==> src/tlpq_pkg.sv <==
// ---------------------------------------------------------------------------
// tlpq_pkg
// Types, constants and helpers shared by the three-level aging priority queue.
// ---------------------------------------------------------------------------
`default_nettype none

package tlpq_pkg;

    localparam int LEVEL_DEPTH = 64;
    localparam int WAIT_BITS   = 16;
    localparam int ID_BITS     = 16;
    localparam int THR_BITS    = 16;
    localparam int TOTAL_BITS  = 32;
    localparam int PTR_W       = $clog2(LEVEL_DEPTH);
    localparam int CNT_W       = $clog2(LEVEL_DEPTH + 1);

    localparam logic [THR_BITS-1:0] THR_RESET = THR_BITS'(5);

    // operation codes of an input item
    localparam logic OP_ADMIT = 1'b0;
    localparam logic OP_SERVE = 1'b1;

    // level field codes
    localparam logic [1:0] LEVEL_NONE = 2'd0;
    localparam logic [1:0] LEVEL_HIGH = 2'd1;
    localparam logic [1:0] LEVEL_MID  = 2'd2;
    localparam logic [1:0] LEVEL_LOW  = 2'd3;

    // internal level index
    localparam logic [1:0] LVL_H = 2'd0;
    localparam logic [1:0] LVL_M = 2'd1;
    localparam logic [1:0] LVL_L = 2'd2;

    typedef struct packed {
        logic               op;
        logic [ID_BITS-1:0] entry_id;
        logic [1:0]         level;
    } t_in_item;

    typedef struct packed {
        logic                  served_valid;
        logic [ID_BITS-1:0]    served_id;
        logic [1:0]            served_level;
        logic [WAIT_BITS-1:0]  served_wait;
        logic                  all_empty;
        logic                  admit_dropped;
        logic [TOTAL_BITS-1:0] total_served;
        logic [TOTAL_BITS-1:0] total_wait;
    } t_out_item;

    typedef struct packed {
        logic [ID_BITS-1:0]   id;
        logic [WAIT_BITS-1:0] wait_cnt;
    } t_entry;

    typedef enum logic [3:0] {
        CMD_NONE,
        CMD_ADMIT,
        CMD_LOAD,
        CMD_AGE_RD,
        CMD_AGE_WR,
        CMD_ESC_RD,
        CMD_ESC_WR,
        CMD_POP_RD,
        CMD_POP_WR,
        CMD_EMPTY
    } t_cmd_op;

    typedef struct packed {
        t_cmd_op    op;
        logic [1:0] lvl;
        logic       accept;
    } t_cmd;

    typedef struct packed {
        logic cnt_zero;
        logic all_empty;
        logic out_free;
        logic item_op;
    } t_status;

    function automatic logic [PTR_W-1:0] wrap_add(input logic [PTR_W-1:0] a,
                                                  input logic [CNT_W-1:0] b);
        logic [CNT_W:0] s;
        s = (CNT_W+1)'(a) + (CNT_W+1)'(b);
        if (s >= (CNT_W+1)'(LEVEL_DEPTH)) begin
            s = s - (CNT_W+1)'(LEVEL_DEPTH);
        end
        return s[PTR_W-1:0];
    endfunction

    function automatic logic [WAIT_BITS-1:0] sat_inc(input logic [WAIT_BITS-1:0] w);
        return (w == {WAIT_BITS{1'b1}}) ? w : w + WAIT_BITS'(1);
    endfunction

endpackage

`default_nettype wire

==> src/tlpq_ctrl.sv <==
// ---------------------------------------------------------------------------
// tlpq_ctrl
// Sequencer: admits an item, or walks the levels for aging and escalation and then pops.
// ---------------------------------------------------------------------------
`default_nettype none

module tlpq_ctrl (
    input  wire             i_clk,
    input  wire             i_rst_n,
    input  wire             i_in_valid,
    output logic            o_in_ready,
    input  tlpq_pkg::t_status i_status,
    output tlpq_pkg::t_cmd  o_cmd
);
    import tlpq_pkg::*;

    typedef enum logic [11:0] {
        S_IDLE   = 12'b0000_0000_0001,
        S_DECODE = 12'b0000_0000_0010,
        S_ADMIT  = 12'b0000_0000_0100,
        S_AGE_LD = 12'b0000_0000_1000,
        S_AGE_RD = 12'b0000_0001_0000,
        S_AGE_WR = 12'b0000_0010_0000,
        S_ESC_LD = 12'b0000_0100_0000,
        S_ESC_RD = 12'b0000_1000_0000,
        S_ESC_WR = 12'b0001_0000_0000,
        S_POP_RD = 12'b0010_0000_0000,
        S_POP_WR = 12'b0100_0000_0000,
        S_EMPTY  = 12'b1000_0000_0000
    } t_state;

    t_state     r_state, n_state;
    logic [1:0] r_lvl, n_lvl;

    always_ff @(posedge i_clk) begin
        if (!i_rst_n) begin
            r_state <= S_IDLE;
            r_lvl   <= LVL_H;
        end else begin
            r_state <= n_state;
            r_lvl   <= n_lvl;
        end
    end

    assign o_in_ready = (r_state == S_IDLE);

    always_comb begin
        n_state      = r_state;
        n_lvl        = r_lvl;
        o_cmd.op     = CMD_NONE;
        o_cmd.lvl    = r_lvl;
        o_cmd.accept = 1'b0;
        case (r_state)
            S_IDLE: begin
                if (i_in_valid) begin
                    o_cmd.accept = 1'b1;
                    n_state      = S_DECODE;
                end
            end
            S_DECODE: begin
                if (i_status.item_op == OP_SERVE) begin
                    n_lvl   = LVL_H;
                    n_state = S_AGE_LD;
                end else begin
                    n_state = S_ADMIT;
                end
            end
            S_ADMIT: begin
                if (i_status.out_free) begin
                    o_cmd.op = CMD_ADMIT;
                    n_state  = S_IDLE;
                end
            end
            S_AGE_LD: begin
                o_cmd.op = CMD_LOAD;
                n_state  = S_AGE_RD;
            end
            S_AGE_RD: begin
                if (i_status.cnt_zero) begin
                    // high then middle; low ages during its escalation walk
                    if (r_lvl == LVL_H) begin
                        n_lvl   = LVL_M;
                        n_state = S_AGE_LD;
                    end else begin
                        n_lvl   = LVL_L;
                        n_state = S_ESC_LD;
                    end
                end else begin
                    o_cmd.op = CMD_AGE_RD;
                    n_state  = S_AGE_WR;
                end
            end
            S_AGE_WR: begin
                o_cmd.op = CMD_AGE_WR;
                n_state  = S_AGE_RD;
            end
            S_ESC_LD: begin
                o_cmd.op = CMD_LOAD;
                n_state  = S_ESC_RD;
            end
            S_ESC_RD: begin
                if (i_status.cnt_zero) begin
                    if (r_lvl == LVL_L) begin
                        n_lvl   = LVL_M;
                        n_state = S_ESC_LD;
                    end else begin
                        n_state = S_POP_RD;
                    end
                end else begin
                    o_cmd.op = CMD_ESC_RD;
                    n_state  = S_ESC_WR;
                end
            end
            S_ESC_WR: begin
                o_cmd.op = CMD_ESC_WR;
                n_state  = S_ESC_RD;
            end
            S_POP_RD: begin
                if (i_status.all_empty) begin
                    n_state = S_EMPTY;
                end else begin
                    o_cmd.op = CMD_POP_RD;
                    n_state  = S_POP_WR;
                end
            end
            S_POP_WR: begin
                if (i_status.out_free) begin
                    o_cmd.op = CMD_POP_WR;
                    n_state  = S_IDLE;
                end
            end
            S_EMPTY: begin
                if (i_status.out_free) begin
                    o_cmd.op = CMD_EMPTY;
                    n_state  = S_IDLE;
                end
            end
            default: begin
                n_state = S_IDLE;
            end
        endcase
    end

endmodule

`default_nettype wire

==> config.mk <==
export PLATFORM = sky130hd
export DESIGN_NAME = tlpq_ctrl
export DESIGN_NICKNAME = d
export VERILOG_FILES = /design/src/tlpq_pkg.sv /design/src/tlpq_ctrl.sv
export SDC_FILE = /design/constraint.sdc
export NUM_CORES = 1
export LEC_CHECK = 0
export BUFFER_PORTS_ARGS = -buffer_cell sky130_fd_sc_hd__buf_2
export CAP_MARGIN = 20
export CORE_ASPECT_RATIO = 1.2
export CORE_MARGIN = 5
export CORE_UTILIZATION = 25
export DETAILED_ROUTE_END_ITERATION = 6
export PLACE_DENSITY_LB_ADDON = 0.25
export SETUP_SLACK_MARGIN = 0.5
export SLEW_MARGIN = 5
export SYNTH_ARGS = -nofsm -noshare
export SYNTH_HDL_FRONTEND = slang
export SYNTH_SLANG_ARGS = --single-unit
==> constraint.sdc <==
create_clock -name i_clk -period 4.1 [get_ports i_clk]
set_clock_uncertainty 0.1 [all_clocks]
set_input_delay 0.205 -clock i_clk [delete_from_list [all_inputs] [get_ports i_clk]]
set_output_delay 0.205 -clock i_clk [all_outputs]
set_load 0.02 [all_outputs]
==> results of run 1 <==
placed cells by master (no fill, tap or decap), types with 2 or more instances in the layout:
master,instances
a21oi_1,4
a41oi_1,2
and2_1,2
and3_1,3
and4_1,3
buf_2,14
clkbuf_8,4
dfxtp_1,14
inv_1,6
mux2i_1,2
nand2_1,4
nand3_1,4
nand4_1,8
nor2_1,8
nor2b_1,2
nor3_1,5
nor3_2,2
nor3b_1,2
nor4_1,5
o211a_1,3
o21ai_0,7
or4_1,2
xnor2_1,2
xor2_1,4
synth_stat cells, drive strengths merged:
library cell   n
a211oi         1
a21oi          4
a311o          1
a41oi          2
and2           2
and3           3
and3b          1
and4           3
buf            5
clkbuf         4
dfxtp         14
inv            6
mux2i          2
nand2          4
nand2b         1
nand3          4
nand4          9
nor2           8
nor2b          2
nor3           7
nor3b          2
nor4           6
nor4b          3
o2111a         1
o211a          3
o211ai         1
o21a           1
o21ai          7
o22a           1
o31ai          1
or4            2
xnor2          2
xor2           4
power by group through the flow:
stage	logic, mW	registers, mW	clock network, mW
floorplan	0.0392	0.143	0
global placement	0.0433	0.149	0
detailed placement	0.0433	0.149	0
CTS	0.0438	0.146	0.140
global route	0.0488	0.146	0.146
finish	0.0445	0.146	0.139
layer usage:
| metal | GRT usage, % | share of wire, % | vias up |
|---|---|---|---|
| met3 | 1.70 | 4.0 | 10 |
| met2 | 19.6 | 52 | 31 |
| li1 | - | - | 462 |
| met4 | 6.69 | 3.8 | 0 |
| met5 | 0 | 0 | - |
| met1 | 13.3 | 41 | 463 |
state kept, by name (all words and copies together) (netlist names):
| signal | flops |
|---|---|
| r_lvl | 2 |
| r_state | 12 |
cells by family after synthesis:
family | after synthesis | share of synthesized area (%)
AND/OR/NAND/NOR | 57 | 39.9
AO/OA/AOI/OAI | 23 | 16.4
buffers and inverters | 15 | 8.30
flip-flops | 14 | 28.2
XOR/XNOR | 6 | 5.28
multiplexers | 2 | 2.01
per-stage QoR:
| stage | cells | setup WS (ns) | power, mW | utilization [%] | area, µm² |
|---|---|---|---|---|---|
| after floorplan | 117 | 2.24 | 0.182 | - | 995 |
| after global placement | 176 | 1.96 | 0.192 | 27.4 | 1070 |
| after detailed placement | 176 | 1.98 | 0.192 | 27.4 | 1070 |
| after CTS | 180 | 1.66 | 0.329 | 28.8 | 1130 |
| after global routing | 180 | 1.53 | 0.342 | 28.8 | 1130 |
| final | 180 | 1.64 | 0.329 | 28.8 | 1130 |
layout make-up:
cell class                 instances  area share [%]
tap                               54            5.99
sequential                        14            24.9
clock buffer                       4            4.88
inverter                           6            2.00
timing repair buffer              14            6.22
multi-input combinational         88            56.0
final timing paths:
| kind | to | start | cells past startpoint |
|---|---|---|---|
| min reg2reg | r_state[9] | r_lvl[1] | 1 |
| min | r_state[0] | i_in_valid | 2 |
| max reg2reg | r_state[0] | r_state[0] | 5 |
| max | o_cmd[4] | r_state[0] | 6 |
==> flow_summary.ini, run 1 <==
[outcome]
outcome = completed

[worst_setup_path]
crit_fanout = 10
end_kind = output pin
path_cells = nor4_4 -> nand4_1 -> nand2b_1 -> o21ai_0 -> a311o_1 -> buf_2
crit_type = flip-flop to output pin
max_stage_delay_ns = 0.53
cp-start-kind = flip-flop
arrival_ns = 2.16
crit_required_ns = 3.80
cpMaxStageDelayCell = nor4_4
path_buf_inv = 1
ff2ff_setup_slack_ns = 2.05
crit_family = simple AND/OR/NAND/NOR gates

[grt]
antenna_found_initial = 0
grt_pass1_vias = 948
grt_max_degree = 11
grt_overflow_total = 0
globalRouteTotalUtil_pct = 11.5
grt_pass1_wl_mm = 4.72

[finish]
drive_gt1_share_pct = 19.0
nFillCells = 421
multi_input_area_um2 = 632
final_net_count = 134
syn_to_final_growth_pct = 13.3
antennaDiodeCount = 0
area.sequential_um2 = 280

[routing]
drt-vias-per-instance = 5.37
ant_nets = 0
drtPass1Iterations = 4
drt_iter0_drc = 86
num_vias = 966
routed_wl_mm = 2.89
drc = 0
wire_per_inst_um = 16.1

[cts]
clock_latency_ns = 0.25
cts_root_buffer = clkbuf_8
cts_resized = 0
cts_buffers = 3
cts_setup_buffers = 0
htreeDepth = 1
hold_buffers = 0
clock_sinks = 14
clk_pin_slew_ns = 0.07
cts_tree = built
cts.path.max_buffers = 2

[logic_synthesis]
yosysTopAreaCellShare_pct = 28.2
synth_warnings = 0
yosys_register_bits = 14
yosysSeqAreaShare_pct = 28.2
ys_types = 40
synth.net_count = 124
synth_top_area_cell = dfxtp_1
synthTopCellsByArea = dfxtp_1 (28%), nand4_1 (5.0%), o21ai_0 (3.5%)
syn_area_per_cell_um2 = 8.50
synthesis.instances = 117
synth_area_um2 = 995

[floorplanning]
start_util_pct = 25.4
die_x_um = 67.6
ios = 15
rows = 25
die_y_um = 79.1
fp.coreArea_mm2 = 0.00391
dieArea_mm2 = 0.00535

[sta]
hold_violations = 0
maxSlewViolCount = 0
timing.fmax_ghz = 0.406
rsz0062_at_grt = no
slew-limit-headroom_pct = 65.0
finalSetupViolCount = 0
post-route-period-util_pct = 60.1
whs_ns = 0.125
min_period_ns = 2.46
tightestPinTransition_ns = 0.519
tns_ns = 0

[power_and_ir_drop]
internal_power_mw = 0.241
p_per_area_mw_per_mm2 = 292
p_leak_nw = 0.474
power_frac_seq_pct = 44.3
pwr-share-clk_pct = 42.2
ir_drop_mv = 0.0741
swShare_pct = 26.7
power.switching_mw = 0.0880
comb_power_share_pct = 13.5

[placement]
place_congestion = 0.860
io_buffers = 14
post-dp-hpwl_mm = 2.15

[min_path]
hp-class = primary input to flip-flop

[run]
drv_cap = 0
Note: power is estimated with default switching activity, not from simulation.
==> run 2: changes to the inputs <==
Settings changed: ABC_AREA set to 1.
Clock period 4.1 ns to 2.3 ns, I/O delays scaled along.
==> run 2 against run 1 <==
Compared with the run above:
- first-iteration DRC count decreased by 59%
- register-to-register slack got worse by 1.4 ns
- cell count increased by 32%
- highest routed layer unchanged
- clock power increased by 81%
==> flow_summary.ini, run 2 <==
[cts]
cts_root_buffer = clkbuf_8
clock_sinks = 14
cts_tree = built
cts_buffers = 3
cts.path.max_buffers = 2
clk_pin_slew_ns = 0.06
clock_latency_ns = 0.25
htreeDepth = 1

[floorplanning]
rows = 25
die_y_um = 78.5
ios = 15
start_util_pct = 25.2
die_x_um = 67.1
fp.coreArea_mm2 = 0.00388
dieArea_mm2 = 0.00527

[finish]
antennaDiodeCount = 0
largest_reg_flops = 12
most-common-layout-cells = nand2_1 (35), inv_1 (26), nor2_1 (19)
drive_gt1_share_pct = 37.2
fin_util_pct = 34.3
final_net_count = 191
largest_register = r_state
top_regs = r_state: 12 flops, r_lvl: 2 flops
layout_commonest_cell = nand2_1
stdcell_count = 237
syn_to_final_growth_pct = 35.9
post-route-cell-area_mm2 = 0.00133

[power_and_ir_drop]
swShare_pct = 42.7
p_leak_nw = 0.711
comb_power_share_pct = 52.5
ir_drop_mv = 0.236
p_per_area_mw_per_mm2 = 878
pwr-share-clk_pct = 21.6
power_frac_seq_pct = 25.9
internal_power_mw = 0.669
power.switching_mw = 0.498
total_power_mw = 1.17

[placement]
place_congestion = 0.802
place_area_mm2 = 0.00111
place_inst = 220
post-dp-hpwl_mm = 1.98
place_ws_ns = 0.727
io_buffers = 14

[worst_setup_path]
crit_type = flip-flop to output pin
crit_fanout = 4
crit_required_ns = 2.09
cp-start-kind = flip-flop
worst_path_most_repeated_cell = buf_4
crit_family = simple AND/OR/NAND/NOR gates
end_kind = output pin
path_cells = nor2_2 -> nand2_4 -> nor2_4 -> nand3_2 -> buf_4 -> nand4_1 -> buf_4
arrival_ns = 1.50
cpMaxStageDelayCell = dfxtp_1
path_buf_inv = 2
max_stage_delay_ns = 0.33

[logic_synthesis]
synth_area_um2 = 978
yosysMostFrequentCell = nand2_1
synth_warnings = 0
synth_common_cells = nand2_1 (35), inv_1 (26), nor2_1 (22)
ys_types = 22
synth.net_count = 160
synth_top_area_cell = dfxtp_1
ys.flop_type = dfxtp_1
async_reset_ff_share_pct = 0
syn_area_per_cell_um2 = 6.40
yosysTopAreaCellShare_pct = 28.6
synthesis.instances = 153
yosys_register_bits = 14
yosysSeqAreaShare_pct = 28.6
synth_edf_count = 0
synthTopCellsByArea = dfxtp_1 (29%), nand2_1 (13%), inv_1 (10%)

[sta]
rsz0062_at_grt = no
tns_ns = 0
timing.fmax_ghz = 0.584
tightestPinTransition_ns = 0.263
post-route-period-util_pct = 74.5
slew-limit-headroom_pct = 82.5
min_period_ns = 1.71
finalWorstSetupSlack_ns = 0.587
whs_ns = 0.0434
hold_violations = 0
maxSlewViolCount = 0
finalSetupViolCount = 0

[routing]
routed_wl_mm = 2.59
drt_iter0_drc = 35
drc = 0
num_vias = 985
dr_wl_met2_mm = 1.31
top_layer = met4
drtPass1Iterations = 4
met1_length_mm = 1.11
dr_wl_met3_um = 112
wire_per_inst_um = 10.9
drt-vias-per-instance = 4.16
ant_nets = 0

[outcome]
outcome = completed

[grt]
grt_pass1_wl_mm = 4.06
grt_pass1_vias = 928
grt_max_degree = 10
grt_overflow_total = 0
globalRouteTotalUtil_pct = 10.3
antenna_found_initial = 0

[run]
drv_cap = 0

[min_path]
hp-class = primary input to flip-flop
==> run 2: changes by cell type in the layout (fill, tap and decap cells not counted), moves of 6 or more <==
cell | previous run | this run
nor2_4 | 0 | 7
buf_4 | 0 | 14
nor2_2 | 0 | 6
inv_1 | 6 | 26
nand2_1 | 4 | 35
nand3_2 | 0 | 7
nor2_1 | 8 | 19
==> run 2: worst paths after layout <==
kind / start / end / slack [ns] / cells after the start
setup / recovery: r_state[0] / o_cmd[5] / 0.59 / 7
hold / removal: i_in_valid / r_state[1] / 0.04 / 3
setup reg to reg: r_state[9] / r_state[9] / 0.61 / 11
hold reg to reg: r_state[11] / r_state[11] / 0.43 / 2
==> run 2: area by class of cell <==
class / count / area [µm²]
Tap cell: 54 / 67.6
Clock buffer: 4 / 55.1
Fill cell: 456 / 2550
Multi-Input combinational cell: 111 / 639
Timing Repair Buffer: 27 / 181
Inverter: 27 / 101
Sequential cell: 14 / 285
==> run 2: power by group through the flow <==
stage          Combinational (mW)  Clock [mW]  Sequential, mW
6_report                    0.613       0.252           0.303
5_1_grt                     0.671       0.266           0.307
4_1_cts                     0.537       0.257           0.298
3_5_place_dp                0.504           0           0.303
3_3_place_gp                0.507           0           0.303
2_1_floorplan               0.393           0           0.304
==> run 2: what timing repair did <==
item,CTS,global route
hold buffers,1,0
pin swaps,6,13
endpoints found under the setup margin,2,3
endpoints found under the hold margin,1,0
setup buffers,2,10
cloned,0,0
resized for setup,4,17
==> run 2: cells by family (layout without fill, tap and decap cells) <==
kind of cell	count (synthesis)	after routing	share of synthesized area, %
flops	14	14	28.6
buf+inv	28	58	10.7
simple gates	103	103	55.9
compound gates	8	8	4.73
==> run 2: tightest hold or removal path, delay by kind of cell <==
kind	cells	cell delay, ns
buffers and inverters	2	0.19
and+or+nand+nor	1	0.05
==> run 2: layer usage <==
layer,vias to the layer above,track usage [%]
li1,529,-
met1,433,11.8
met2,16,17.4
met3,7,2.43
met4,0,4.87
met5,-,0
